## config.mk

```make
export PLATFORM = sky130hd
export DESIGN_NAME = gsx_mulq30
export DESIGN_NICKNAME = d
export VERILOG_FILES = /design/src/hdl/assert_macros.svh /design/src/hdl/gsx_pkg.sv /design/src/hdl/gsx_mulq30.sv
export SDC_FILE = /design/constraint.sdc
export NUM_CORES = 2
export LEC_CHECK = 0
export BUFFER_PORTS_ARGS = -buffer_cell sky130_fd_sc_hd__buf_2
export CAP_MARGIN = 30
export CELL_PAD_IN_SITES_DETAIL_PLACEMENT = 0
export CELL_PAD_IN_SITES_GLOBAL_PLACEMENT = 1
export CORE_MARGIN = 1.5
export CORE_UTILIZATION = 30
export DETAILED_ROUTE_END_ITERATION = 16
export PLACE_DENSITY_LB_ADDON = 0.1
export SLEW_MARGIN = 10
export SYNTH_ARGS = -nofsm -noshare
export SYNTH_HDL_FRONTEND = slang
export SYNTH_SLANG_ARGS = --single-unit
```

## constraint.sdc

```tcl
create_clock -name clock -period 17.1 [get_ports clock]
set_clock_uncertainty 0.15 [all_clocks]
set_input_delay 1.71 -clock clock [delete_from_list [all_inputs] [get_ports clock]]
set_output_delay 1.71 -clock clock [all_outputs]
set_load 0.03 [all_outputs]
```

## src/hdl/assert_macros.svh

```systemverilog
// Assertion macros for the grid index to spherical vertex block.
// Checks compile away when SYNTHESIS is defined.
`ifndef ASSERT_MACROS_SVH
`define ASSERT_MACROS_SVH
`ifndef SYNTHESIS
`define GSX_ASSERT_IMPL(lbl, clk, rst, ante, cons) \
   lbl: assert property (@(posedge clk) disable iff (rst) (ante) |-> (cons)) \
      else $error("gsx check failed");
`define GSX_ASSERT_NEXT(lbl, clk, rst, ante, cons) \
   lbl: assert property (@(posedge clk) disable iff (rst) (ante) |=> (cons)) \
      else $error("gsx check failed");
`else
`define GSX_ASSERT_IMPL(lbl, clk, rst, ante, cons)
`define GSX_ASSERT_NEXT(lbl, clk, rst, ante, cons)
`endif
`endif

```

## src/hdl/gsx_pkg.sv

```systemverilog
// Shared types, constants and helper functions of the spherical vertex block.
// No dependencies.
package gsx_pkg;

   localparam int DEG_BITS = 25;
   localparam int CW       = 34;

   localparam logic [DEG_BITS-1:0] DEG_FULL = 25'd23592960;
   localparam logic [24:0] DEG_TO_RAD_Q30   = 25'd18740330;
   localparam logic signed [CW-1:0] CORDIC_GAIN_Q30 = 34'sd652032874;

   typedef enum logic [2:0] {
      CSR_RADIUS_MIN,
      CSR_RADIUS_STEP,
      CSR_THETA_MIN,
      CSR_THETA_STEP,
      CSR_PHI_MIN,
      CSR_PHI_STEP,
      CSR_THREE_DIMS
   } csr_index_type;

   typedef struct packed {
      logic signed [CW-1:0] z;
      logic                 flip;
   } angle_type;

   // a + b reduced into one turn; both operands below one turn
   function automatic logic [DEG_BITS-1:0] mod_add(input logic [DEG_BITS-1:0] a,
                                                   input logic [DEG_BITS-1:0] b);
      logic [DEG_BITS:0] s;
      s = {1'b0, a} + {1'b0, b};
      if (s >= {1'b0, DEG_FULL}) begin
         s = s - {1'b0, DEG_FULL};
      end
      return s[DEG_BITS-1:0];
   endfunction

   function automatic logic signed [CW-1:0] atan_q30(input logic [4:0] n);
      logic signed [CW-1:0] r;
      case (n)
         5'd0:  r = 34'sd843314856;
         5'd1:  r = 34'sd497837829;
         5'd2:  r = 34'sd263043836;
         5'd3:  r = 34'sd133525158;
         5'd4:  r = 34'sd67021686;
         5'd5:  r = 34'sd33543515;
         5'd6:  r = 34'sd16775850;
         5'd7:  r = 34'sd8388437;
         5'd8:  r = 34'sd4194282;
         5'd9:  r = 34'sd2097149;
         5'd10: r = 34'sd1048575;
         5'd11: r = 34'sd524287;
         5'd12: r = 34'sd262143;
         5'd13: r = 34'sd131071;
         5'd14: r = 34'sd65535;
         5'd15: r = 34'sd32767;
         5'd16: r = 34'sd16383;
         5'd17: r = 34'sd8191;
         5'd18: r = 34'sd4095;
         5'd19: r = 34'sd2047;
         5'd20: r = 34'sd1023;
         5'd21: r = 34'sd511;
         5'd22: r = 34'sd255;
         5'd23: r = 34'sd127;
         5'd24: r = 34'sd63;
         5'd25: r = 34'sd31;
         5'd26: r = 34'sd15;
         5'd27: r = 34'sd7;
         5'd28: r = 34'sd3;
         5'd29: r = 34'sd1;
         default: r = '0;
      endcase
      return r;
   endfunction

   function automatic logic [31:0] sat32(input logic signed [63:0] v);
      logic [31:0] r;
      if (v > 64'sd2147483647) begin
         r = 32'h7fffffff;
      end else if (v < -64'sd2147483648) begin
         r = 32'h80000000;
      end else begin
         r = v[31:0];
      end
      return r;
   endfunction

endpackage

```

## src/hdl/gsx_mulq30.sv

```systemverilog
// Three-stage signed length times Q2.30 multiply, rounded half away from zero.
// Uses gsx_pkg for the coefficient width.
module gsx_mulq30 import gsx_pkg::*; #(
   parameter int AW = 41
) (
   input  logic                 clock,
   input  logic signed [AW:0]   a,
   input  logic signed [CW-1:0] c,
   output logic signed [AW+3:0] p
);

   localparam int AM  = AW + 1;
   localparam int LOW = (AM + 1) / 2;
   localparam int HIW = AM - LOW;
   localparam int SW  = AM + 33;
   localparam logic [SW-1:0] ROUND = SW'(1) << 29;

   logic [AM-1:0] amag;
   logic [31:0]   cmag;

   assign amag = a[AW] ? AM'(-a) : AM'(a);
   assign cmag = c[CW-1] ? 32'(-c) : 32'(c);

   // split the wide operand into two partial products
   logic [LOW+31:0] lo_ff;
   logic [HIW+31:0] hi_ff;
   logic            neg1_ff, neg2_ff;
   logic [SW-1:0]   sum_ff;
   logic signed [AW+3:0] p_ff;

   always_ff @(posedge clock) begin
      lo_ff   <= (LOW+32)'(amag[LOW-1:0]) * (LOW+32)'(cmag);
      hi_ff   <= (HIW+32)'(amag[AM-1:LOW]) * (HIW+32)'(cmag);
      neg1_ff <= a[AW] ^ c[CW-1];
      sum_ff  <= (SW'(hi_ff) << LOW) + SW'(lo_ff) + ROUND;
      neg2_ff <= neg1_ff;
      p_ff    <= neg2_ff ? -$signed(sum_ff[SW-1:30]) : $signed(sum_ff[SW-1:30]);
   end

   assign p = p_ff;

endmodule

```

==> impl_metrics.env <==
export IMPL_status="completed"
export IMPL_drive_gt1_share_pct=7.58
export IMPL_ant_nets=0
export IMPL_fin_worst_hold_slack_ns=0.233
export IMPL_synth_fp_nets=7131
export IMPL_worstSetupStartpointType="input port"
export IMPL_cts_buffer_depth=2
export IMPL_final_hold_viol_count=0
export IMPL_cp_slowest_stage_delay_ns=0.80
export IMPL_synth_edf_count=0
export IMPL_grt_overflow=0
export IMPL_grt_pass1_wl_um=257000
export IMPL_wl_per_cell_um=22.1
export IMPL_track_usage_pct=21.4
export IMPL_final_nets=7190
export IMPL_async_flop_share_pct=0
export IMPL_cts_sinks=177
export IMPL_fmax_ghz=0.0769
export IMPL_cts_buffers=17
export IMPL_cts_setup_buffers=0
export IMPL_synth_distinct_cells=72
export IMPL_die_area_um2=165000
export IMPL_via_per_inst=4.77
export IMPL_start_util_pct=30.3
export IMPL_drv_cap=0
export IMPL_die_w_um=406
export IMPL_clkTransAtPathRegs_ns=0.07
export IMPL_rsz0062_at_grt="false"
export IMPL_clock_tree_root_cell="clkbuf_16"
export IMPL_antenna_found_initial=12
export IMPL_placed_area_um2=53100
export IMPL_cp_max_fo=28
export IMPL_cpMostUsedCell="fa_1"
export IMPL_first_pass_iters=5
export IMPL_final_cell_mix="inv_1, fa_1, nand2_1, nor2_1, ha_1"
export IMPL_io_pin_count=122
export IMPL_dpl_worst_slack_ns=3.61
export IMPL_design_area_um2=53800
export IMPL_cts_tree="yes"
export IMPL_dp_hpwl_um=140000
export IMPL_htreeDepth=4
export IMPL_worstPathRequired_ns=17.27
export IMPL_syn_inst=5533
export IMPL_vias=37000
export IMPL_worstHoldPathType="flip-flop to flip-flop"
export IMPL_slowest_stage="a2111oi_0"
export IMPL_fin_setup_tns_ns=0
export IMPL_setup_viol=0
export IMPL_layout_setup_ws_ns=4.10
export IMPL_die_h_um=406
export IMPL_ys_warn_count=0
export IMPL_rows=147
export IMPL_grt_max_degree=46
export IMPL_syn_area_um2=48800
export IMPL_wirelength_um=171000
export IMPL_max_slew_margin_pct=31.7
export IMPL_path_class="input port to flip-flop"
export IMPL_cp_end_kind="flip-flop"
export IMPL_drtIter0Drc=2157
export IMPL_coreArea_um2=161000
export IMPL_area_growth_synth_to_final_pct=10.3
export IMPL_clock_latency_ns=0.50
export IMPL_final_common_cell="inv_1"
export IMPL_cts_resized=0
export IMPL_period_needed_ns=13.00
export IMPL_ctsHoldBuffers=0
export IMPL_io_buffer_count=120
export IMPL_tightest_slew_ns=0.999
export IMPL_grt_pass1_vias=39300
export IMPL_yosys_register_bits=177
export IMPL_final_max_slew_viol_count=0
export IMPL_place_congestion=0.832
export IMPL_ys_seq_area_share_pct=7.27
export IMPL_synth_flop_cell="dfxtp_1"
export IMPL_drc_errors=0
export IMPL_worstPathArrival_ns=13.17
export IMPL_fin_crit_sh_pct=76.0
export IMPL_syn_area_per_cell_um2=8.81
-- through the flow --
stage,std cells,utilization [%]
after detailed placement,7728,33.0
final,7766,33.4
after global routing,7765,33.4
after floorplan,5533,-
after CTS,7760,33.4
after global placement,7716,32.9
-- state kept, by name (all words and copies together) (netlist names) --
register and flops:
neg2_ff 1, hi_ff 53, neg1_ff 1, lo_ff 32, sum_ff 45, p 45
-- logic make-up after synthesis --
logic type	count (synthesis)	share of synthesized area, %
AOI/OAI and AO/OA	389	5.27
xor gates and xnor gates	295	5.36
adders and majority gates	1521	56.5
buffers and inverters	1454	11.2
DFF	177	7.27
muxes	3	0.0642
and+or+nand+nor	1694	14.3
-- area by class of cell --
class / count / area, µm²
Sequential cell: 177 / 3540
Tap cell: 2160 / 2700
Fill cell: 17200 / 107000
Antenna cell: 1 / 2.50
Multi-Input combinational cell: 3902 / 40500
Timing Repair Buffer: 280 / 1850
Clock inverter: 14 / 183
Inverter: 1214 / 4560
Clock buffer: 18 / 439
-- final timing paths --
| check | depth (start not counted) | end | slack (ns) | start |
|---|---|---|---|---|
| worst max-delay path | 36 | lo_ff[51] | 4.10 | c[0] |
| worst min register to register | 0 | p[0] | 0.23 | sum_ff[30] |
| worst max register to register | 12 | sum_ff[68] | 12.80 | lo_ff[25] |
| worst min-delay path | 0 | p[0] | 0.23 | sum_ff[30] |
-- layer usage --
| metal | share of wire, % | GRT usage, % |
|---|---|---|
| met5 | 0.026 | 0 |
| met4 | 1.7 | 3.57 |
| met3 | 4.2 | 2.20 |
| met2 | 50 | 37.5 |
| met1 | 44 | 28.7 |
-- synth_stat cells, types with 5 or more instances --
cell      instances  area (µm²)
inv_1          1211        4550
fa_1           1133       22700
nand2_1         921        3460
nor2_1          540        2030
ha_1            388        4850
clkbuf_1        231         867
xnor2_1         190        1660
dfxtp_1         177        3540
a21oi_1         102         510
xor2_1          101         885
o21ai_0          77         385
a21o_1           70         526
and2_1           33         206
nand3_1          29         145
o31ai_1          25         188
nand4_1          22         138
nand2b_1         21         131
nor3_1           20         100
nor2b_1          18         113
or4_1            18         135
a31oi_1          16         100
or3_1            16         100
nor4_1           15        93.8
and3_1           13        81.3
o41ai_1          13         114
o21bai_1         11        82.6
and4_1           10        87.6
o21a_1            9        67.6
o31a_1            9        78.8
a221oi_1          7        61.3
a211oi_1          6        45.0
o211ai_1          6        45.0
a21boi_0          5        37.5
-- worst max-delay path: cells and delay by family --
kind	cells	cell delay [ns]
XOR/XNOR	2	0.59
AND/OR/NAND/NOR	10	3.05
AO/OA/AOI/OAI	6	2.19
buffers and inverters	10	1.62
adder cells (fa/ha/maj)	8	3.95
Power is not shown: default switching activity piles up to over one toggle a cycle in this logic, so the estimate is an artifact.
