### src/hdl/assert_macros.svh
// Assertion macros for the grid index to spherical vertex block.
// Checks compile away when SYNTHESIS is defined.
`ifndef ASSERT_MACROS_SVH
`define ASSERT_MACROS_SVH
`ifndef SYNTHESIS
`define GSX_ASSERT_IMPL(lbl, clk, rst, ante, cons) \
   lbl: assert property (@(posedge clk) disable iff (rst) (ante) |-> (cons)) \
      else $error("gsx check failed");
`define GSX_ASSERT_NEXT(lbl, clk, rst, ante, cons) \
   lbl: assert property (@(posedge clk) disable iff (rst) (ante) |=> (cons)) \
      else $error("gsx check failed");
`else
`define GSX_ASSERT_IMPL(lbl, clk, rst, ante, cons)
`define GSX_ASSERT_NEXT(lbl, clk, rst, ante, cons)
`endif
`endif

### src/hdl/gsx_pkg.sv
// Shared types, constants and helper functions of the spherical vertex block.
// No dependencies.
package gsx_pkg;

   localparam int DEG_BITS = 25;
   localparam int CW       = 34;

   localparam logic [DEG_BITS-1:0] DEG_FULL = 25'd23592960;
   localparam logic [24:0] DEG_TO_RAD_Q30   = 25'd18740330;
   localparam logic signed [CW-1:0] CORDIC_GAIN_Q30 = 34'sd652032874;

   typedef enum logic [2:0] {
      CSR_RADIUS_MIN,
      CSR_RADIUS_STEP,
      CSR_THETA_MIN,
      CSR_THETA_STEP,
      CSR_PHI_MIN,
      CSR_PHI_STEP,
      CSR_THREE_DIMS
   } csr_index_type;

   typedef struct packed {
      logic signed [CW-1:0] z;
      logic                 flip;
   } angle_type;

   // a + b reduced into one turn; both operands below one turn
   function automatic logic [DEG_BITS-1:0] mod_add(input logic [DEG_BITS-1:0] a,
                                                   input logic [DEG_BITS-1:0] b);
      logic [DEG_BITS:0] s;
      s = {1'b0, a} + {1'b0, b};
      if (s >= {1'b0, DEG_FULL}) begin
         s = s - {1'b0, DEG_FULL};
      end
      return s[DEG_BITS-1:0];
   endfunction

   function automatic logic signed [CW-1:0] atan_q30(input logic [4:0] n);
      logic signed [CW-1:0] r;
      case (n)
         5'd0:  r = 34'sd843314856;
         5'd1:  r = 34'sd497837829;
         5'd2:  r = 34'sd263043836;
         5'd3:  r = 34'sd133525158;
         5'd4:  r = 34'sd67021686;
         5'd5:  r = 34'sd33543515;
         5'd6:  r = 34'sd16775850;
         5'd7:  r = 34'sd8388437;
         5'd8:  r = 34'sd4194282;
         5'd9:  r = 34'sd2097149;
         5'd10: r = 34'sd1048575;
         5'd11: r = 34'sd524287;
         5'd12: r = 34'sd262143;
         5'd13: r = 34'sd131071;
         5'd14: r = 34'sd65535;
         5'd15: r = 34'sd32767;
         5'd16: r = 34'sd16383;
         5'd17: r = 34'sd8191;
         5'd18: r = 34'sd4095;
         5'd19: r = 34'sd2047;
         5'd20: r = 34'sd1023;
         5'd21: r = 34'sd511;
         5'd22: r = 34'sd255;
         5'd23: r = 34'sd127;
         5'd24: r = 34'sd63;
         5'd25: r = 34'sd31;
         5'd26: r = 34'sd15;
         5'd27: r = 34'sd7;
         5'd28: r = 34'sd3;
         5'd29: r = 34'sd1;
         default: r = '0;
      endcase
      return r;
   endfunction

   function automatic logic [31:0] sat32(input logic signed [63:0] v);
      logic [31:0] r;
      if (v > 64'sd2147483647) begin
         r = 32'h7fffffff;
      end else if (v < -64'sd2147483648) begin
         r = 32'h80000000;
      end else begin
         r = v[31:0];
      end
      return r;
   endfunction

endpackage

### src/hdl/gsx_angle.sv
// Angle front end: min + step*index reduced to one turn, folded, turned to radians.
// Uses gsx_pkg.
module gsx_angle import gsx_pkg::*; #(
   parameter int INDEX_BITS = 10
) (
   input  logic                       clock,
   input  logic [DEG_BITS-1:0]        step,
   input  logic signed [DEG_BITS-1:0] min_deg,
   input  logic [INDEX_BITS-1:0]      idx,
   output angle_type                  angle_out
);

   localparam logic signed [26:0] FULL_S    = 27'sd23592960;
   localparam logic signed [26:0] HALF_S    = 27'sd11796480;
   localparam logic signed [26:0] QUARTER_S = 27'sd5898240;
   localparam logic signed [26:0] HIGH_S    = 27'sd35389440;

   logic [DEG_BITS-1:0]   acc_ff  [INDEX_BITS];
   logic [DEG_BITS-1:0]   term_ff [INDEX_BITS];
   logic [INDEX_BITS-1:0] idx_ff  [INDEX_BITS];

   // one index bit per stage: acc += step*2^b mod one turn
   for (genvar b = 0; b < INDEX_BITS; b++) begin : g_bit
      logic [DEG_BITS-1:0]   term_in, acc_in, acc_prev;
      logic [INDEX_BITS-1:0] idx_prev;
      if (b == 0) begin : g_first
         assign term_in  = mod_add(step, '0);
         assign acc_prev = '0;
         assign idx_prev = idx;
      end else begin : g_next
         assign term_in  = mod_add(term_ff[b-1], term_ff[b-1]);
         assign acc_prev = acc_ff[b-1];
         assign idx_prev = idx_ff[b-1];
      end
      assign acc_in = idx_prev[b] ? mod_add(acc_prev, term_in) : acc_prev;
      always_ff @(posedge clock) begin
         acc_ff[b]  <= acc_in;
         term_ff[b] <= term_in;
         idx_ff[b]  <= idx_prev;
      end
   end

   logic signed [26:0] sum_w, wrap_in;
   logic signed [26:0] wrap_ff;

   always_comb begin
      sum_w = $signed({2'b00, acc_ff[INDEX_BITS-1]}) + 27'(min_deg);
      if (sum_w >= HIGH_S) begin
         wrap_in = sum_w - FULL_S - FULL_S;
      end else if (sum_w >= HALF_S) begin
         wrap_in = sum_w - FULL_S;
      end else if (sum_w < -HALF_S) begin
         wrap_in = sum_w + FULL_S;
      end else begin
         wrap_in = sum_w;
      end
   end

   always_ff @(posedge clock) begin
      wrap_ff <= wrap_in;
   end

   // fold into [-90, 90]; the fold negates the cosine
   logic signed [26:0] fold_w;
   logic               flip_in;
   logic [22:0]        mag_ff;
   logic               neg_ff, flip1_ff;

   always_comb begin
      flip_in = 1'b1;
      if (wrap_ff > QUARTER_S) begin
         fold_w = HALF_S - wrap_ff;
      end else if (wrap_ff < -QUARTER_S) begin
         fold_w = -HALF_S - wrap_ff;
      end else begin
         fold_w  = wrap_ff;
         flip_in = 1'b0;
      end
   end

   always_ff @(posedge clock) begin
      mag_ff   <= fold_w[26] ? 23'(-fold_w) : fold_w[22:0];
      neg_ff   <= fold_w[26];
      flip1_ff <= flip_in;
   end

   logic [47:0]          prod_w;
   logic signed [CW-1:0] m_w;
   angle_type            out_ff;

   assign prod_w = 48'(mag_ff) * 48'(DEG_TO_RAD_Q30) + 48'd32768;
   assign m_w    = $signed({2'b00, prod_w[47:16]});

   always_ff @(posedge clock) begin
      out_ff.z    <= neg_ff ? -m_w : m_w;
      out_ff.flip <= flip1_ff;
   end

   assign angle_out = out_ff;

endmodule

### config.mk
export PLATFORM = sky130hd
export DESIGN_NAME = gsx_angle
export DESIGN_NICKNAME = d
export VERILOG_FILES = /design/src/hdl/assert_macros.svh /design/src/hdl/gsx_pkg.sv /design/src/hdl/gsx_angle.sv
export SDC_FILE = /design/constraint.sdc
export NUM_CORES = 2
export LEC_CHECK = 0
export ABC_CLOCK_PERIOD_IN_PS = 8600
export BUFFER_PORTS_ARGS = -buffer_cell sky130_fd_sc_hd__buf_2
export CORE_UTILIZATION = 40
export DETAILED_ROUTE_END_ITERATION = 16
export SYNTH_ARGS = -nofsm -noshare
export SYNTH_HDL_FRONTEND = slang
export SYNTH_SLANG_ARGS = --single-unit
### constraint.sdc
create_clock -name clock -period 8.6 [get_ports clock]
set_input_delay 0.43 -clock clock [delete_from_list [all_inputs] [get_ports clock]]
set_output_delay 0.43 -clock clock [all_outputs]
set_load 0.1 [all_outputs]
==> impl_metrics.ini <==
[status]
status = completed

[floorplanning]
dieArea_um2 = 100000
floorplan.initialDensity = 0.404
fp.dieH_um = 317
dieWidth_um = 317
boundaryPins = 96
rows = 115
floorplan.core_area_um2 = 98300

[timing]
post-route-period-util = 0.964
max_slew_margin = 0.219
timing_hold_violations_final = 0
setup-violations-final = 0
max_slew.worst_pin.slew_ns = 1.17
period_minus_slack_ns = 8.29
fin_worst_skew_ns = 0.0197
final_max_slew_viol_count = 0
post-route-worst-setup-slack_ns = 0.311
maxClockFrequency_mhz = 121

[critical_path]
critical_path.slowest_cell = fa_1
cp.required_ns = 9.09
timing.critical_path.arrival_ns = 8.77
worst_setup_path_class = reg2reg
critical-path-top-cell-by-count = fa_1
critical_path_buf_inv_count = 6
critPathMaxFanout = 7
crit_family = adder cells
cp-end-kind = flop
critical_path.startpoint_type = flop
critical-path-max-stage-delay_ns = 0.64

[cells_and_area]
finalNetCount = 5133
post_route_cells_drive_above_1_share = 0.107
antenna-diode-count = 0
post_synthesis_to_final_layout_area_growth_pct = 12.7

[synthesis]
syn_nets = 4963
unique_cell_type_count_in_the_yosys_netlist = 106
post-synth-top-count-cell = dfxtp_1
synth.top_cells.by_area = dfxtp_1 (29%), ha_1 (14%), fa_1 (11%)
asyncSetResetFlopFracSynth = 0
ys_top_cells_by_count = dfxtp_1 (571), inv_1 (471), ha_1 (459), nor2_1 (260), a21oi_1 (233)
synth_edf_count = 0
synth.largest_area_cell = dfxtp_1
netlist.area_leader.share = 0.288
ys_seq_elements = 571
seq_area_frac_synth = 0.288
synth_warnings = 0
netlist_instances = 4224
synth-main-ff-cell = dfxtp_1
synth_area_um2 = 39700
postSynthAreaPerCell_um2 = 9.39

[clock_network]
cts-buffers-inserted = 69
cts_htree_levels = 3
ctsLongestPathBuffers = 3
clock_sink_count = 571
clk_root_buffer_cell = clkbuf_16
cts_tree = yes
cts.reportedPaths.clkPinSlew_ns = 0.06
worst_skew_pair.late_latency_ns = 0.61

[grt]
largest_net_degree_at_the_start_of_global_routing = 33
overflow = 0
grt_usage = 0.179
grt_antenna_before_repair = 0
global_route_wire_length_before_repair_um = 147000
first_global_vias = 29100

[min_path]
hold_path_class = in2reg

[placement]
place.port_buffers = 95
place_worst_setup_slack_ns = 0.0948
place_congestion = 0.896
place.detailed.hpwl_um = 72900

[drt]
detailedRoute.firstPassIterationCount = 5
vias_post_dr = 29600
wl_per_cell_um = 15.7
via_per_inst = 5.17
finalWirelength_um = 89900
drt-initial-drc-count = 1423
drc = 0
ant_nets = 0

[run]
max_cap_violations = 0
[routing by layer]
| metal | share of wire | GRT usage | vias to the layer above |
|---|---|---|---|
| li1 | - | - | 15100 |
| met2 | 0.48 | 0.310 | 450 |
| met1 | 0.46 | 0.230 | 14000 |
| met4 | 0.021 | 0.0498 | 0 |
| met3 | 0.044 | 0.0286 | 127 |
| met5 | 0 | 0 | - |
[registers in the layout, indices dropped and copies added, names as in the netlist]
name / flops
term_ff: 189
neg_ff: 1
angle_out: 35
idx_ff: 45
mag_ff: 23
flip1_ff: 1
acc_ff: 250
wrap_ff: 27
[repair_timing]
action                                 in CTS  in global routing
endpoints found under the hold margin      28                  0
setup endpoints to repair                   0                 19
hold buffers                               28                  0
resized for setup                           0                 31
buffers inserted                            0                  3
[placed cells by master, fill, tap and decap left out, types with 71 or more instances in the layout]
master     Yosys  layout
dfxtp_1      571     568
inv_1        471     471
ha_1         459     458
nor2_1       260     259
a21oi_1      233     233
xnor2_1      232     232
nand2_1      224     223
fa_1         219     219
o21ai_0      166     163
mux2_2       113     113
a21o_1       102     102
xor2_1        99      99
buf_2         11      95
nor3_1        95      93
nand3_1       76      74
clkbuf_16      0      71
[area by class of cell]
| cell class | count | area [µm²] |
|---|---|---|
| Clock buffer | 97 | 2030 |
| Tap cell | 1287 | 1610 |
| Multi-Input combinational cell | 3105 | 26300 |
| Timing Repair Buffer | 172 | 1120 |
| Inverter | 475 | 1780 |
| Sequential cell | 571 | 11400 |
| Fill cell | 9450 | 53600 |
| Clock inverter | 29 | 424 |
[stage by stage]
step	cells	cell area, µm²	hold WS [ns]	TNS, ns	util
after floorplan	4224	39700	0.310	0	-
after global placement	5579	41800	0.311	0	0.425
after detailed placement	5579	41800	0.312	0	0.425
after CTS	5733	44500	0.0247	0	0.453
after global routing	5736	44700	0.0532	-0.0178	0.455
final	5736	44700	0.0648	0	0.455
[final timing paths]
check / cells past startpoint / end / slack (ns) / from
max: 27 / angle_out[32]$_DFF_P_ / 0.31 / mag_ff[2]$_DFF_P_
max reg2reg: 27 / angle_out[32]$_DFF_P_ / 0.31 / mag_ff[2]$_DFF_P_
min: 2 / wrap_ff[0]$_DFF_P_ / 0.06 / min_deg[0]
min reg2reg: 0 / idx_ff[4][7]$_DFF_P_ / 0.32 / idx_ff[3][7]$_DFF_P_
[kinds of logic after synthesis]
family	synth area share
compound gates	0.156
xor+xnor	0.0743
fa+ha+maj	0.255
buf+inv	0.0523
flops	0.288
mux	0.0412
simple gates	0.132
Power is left out: the tool's default activity adds up to more than one toggle a clock period on the data nets, which glitch-free logic cannot reach.
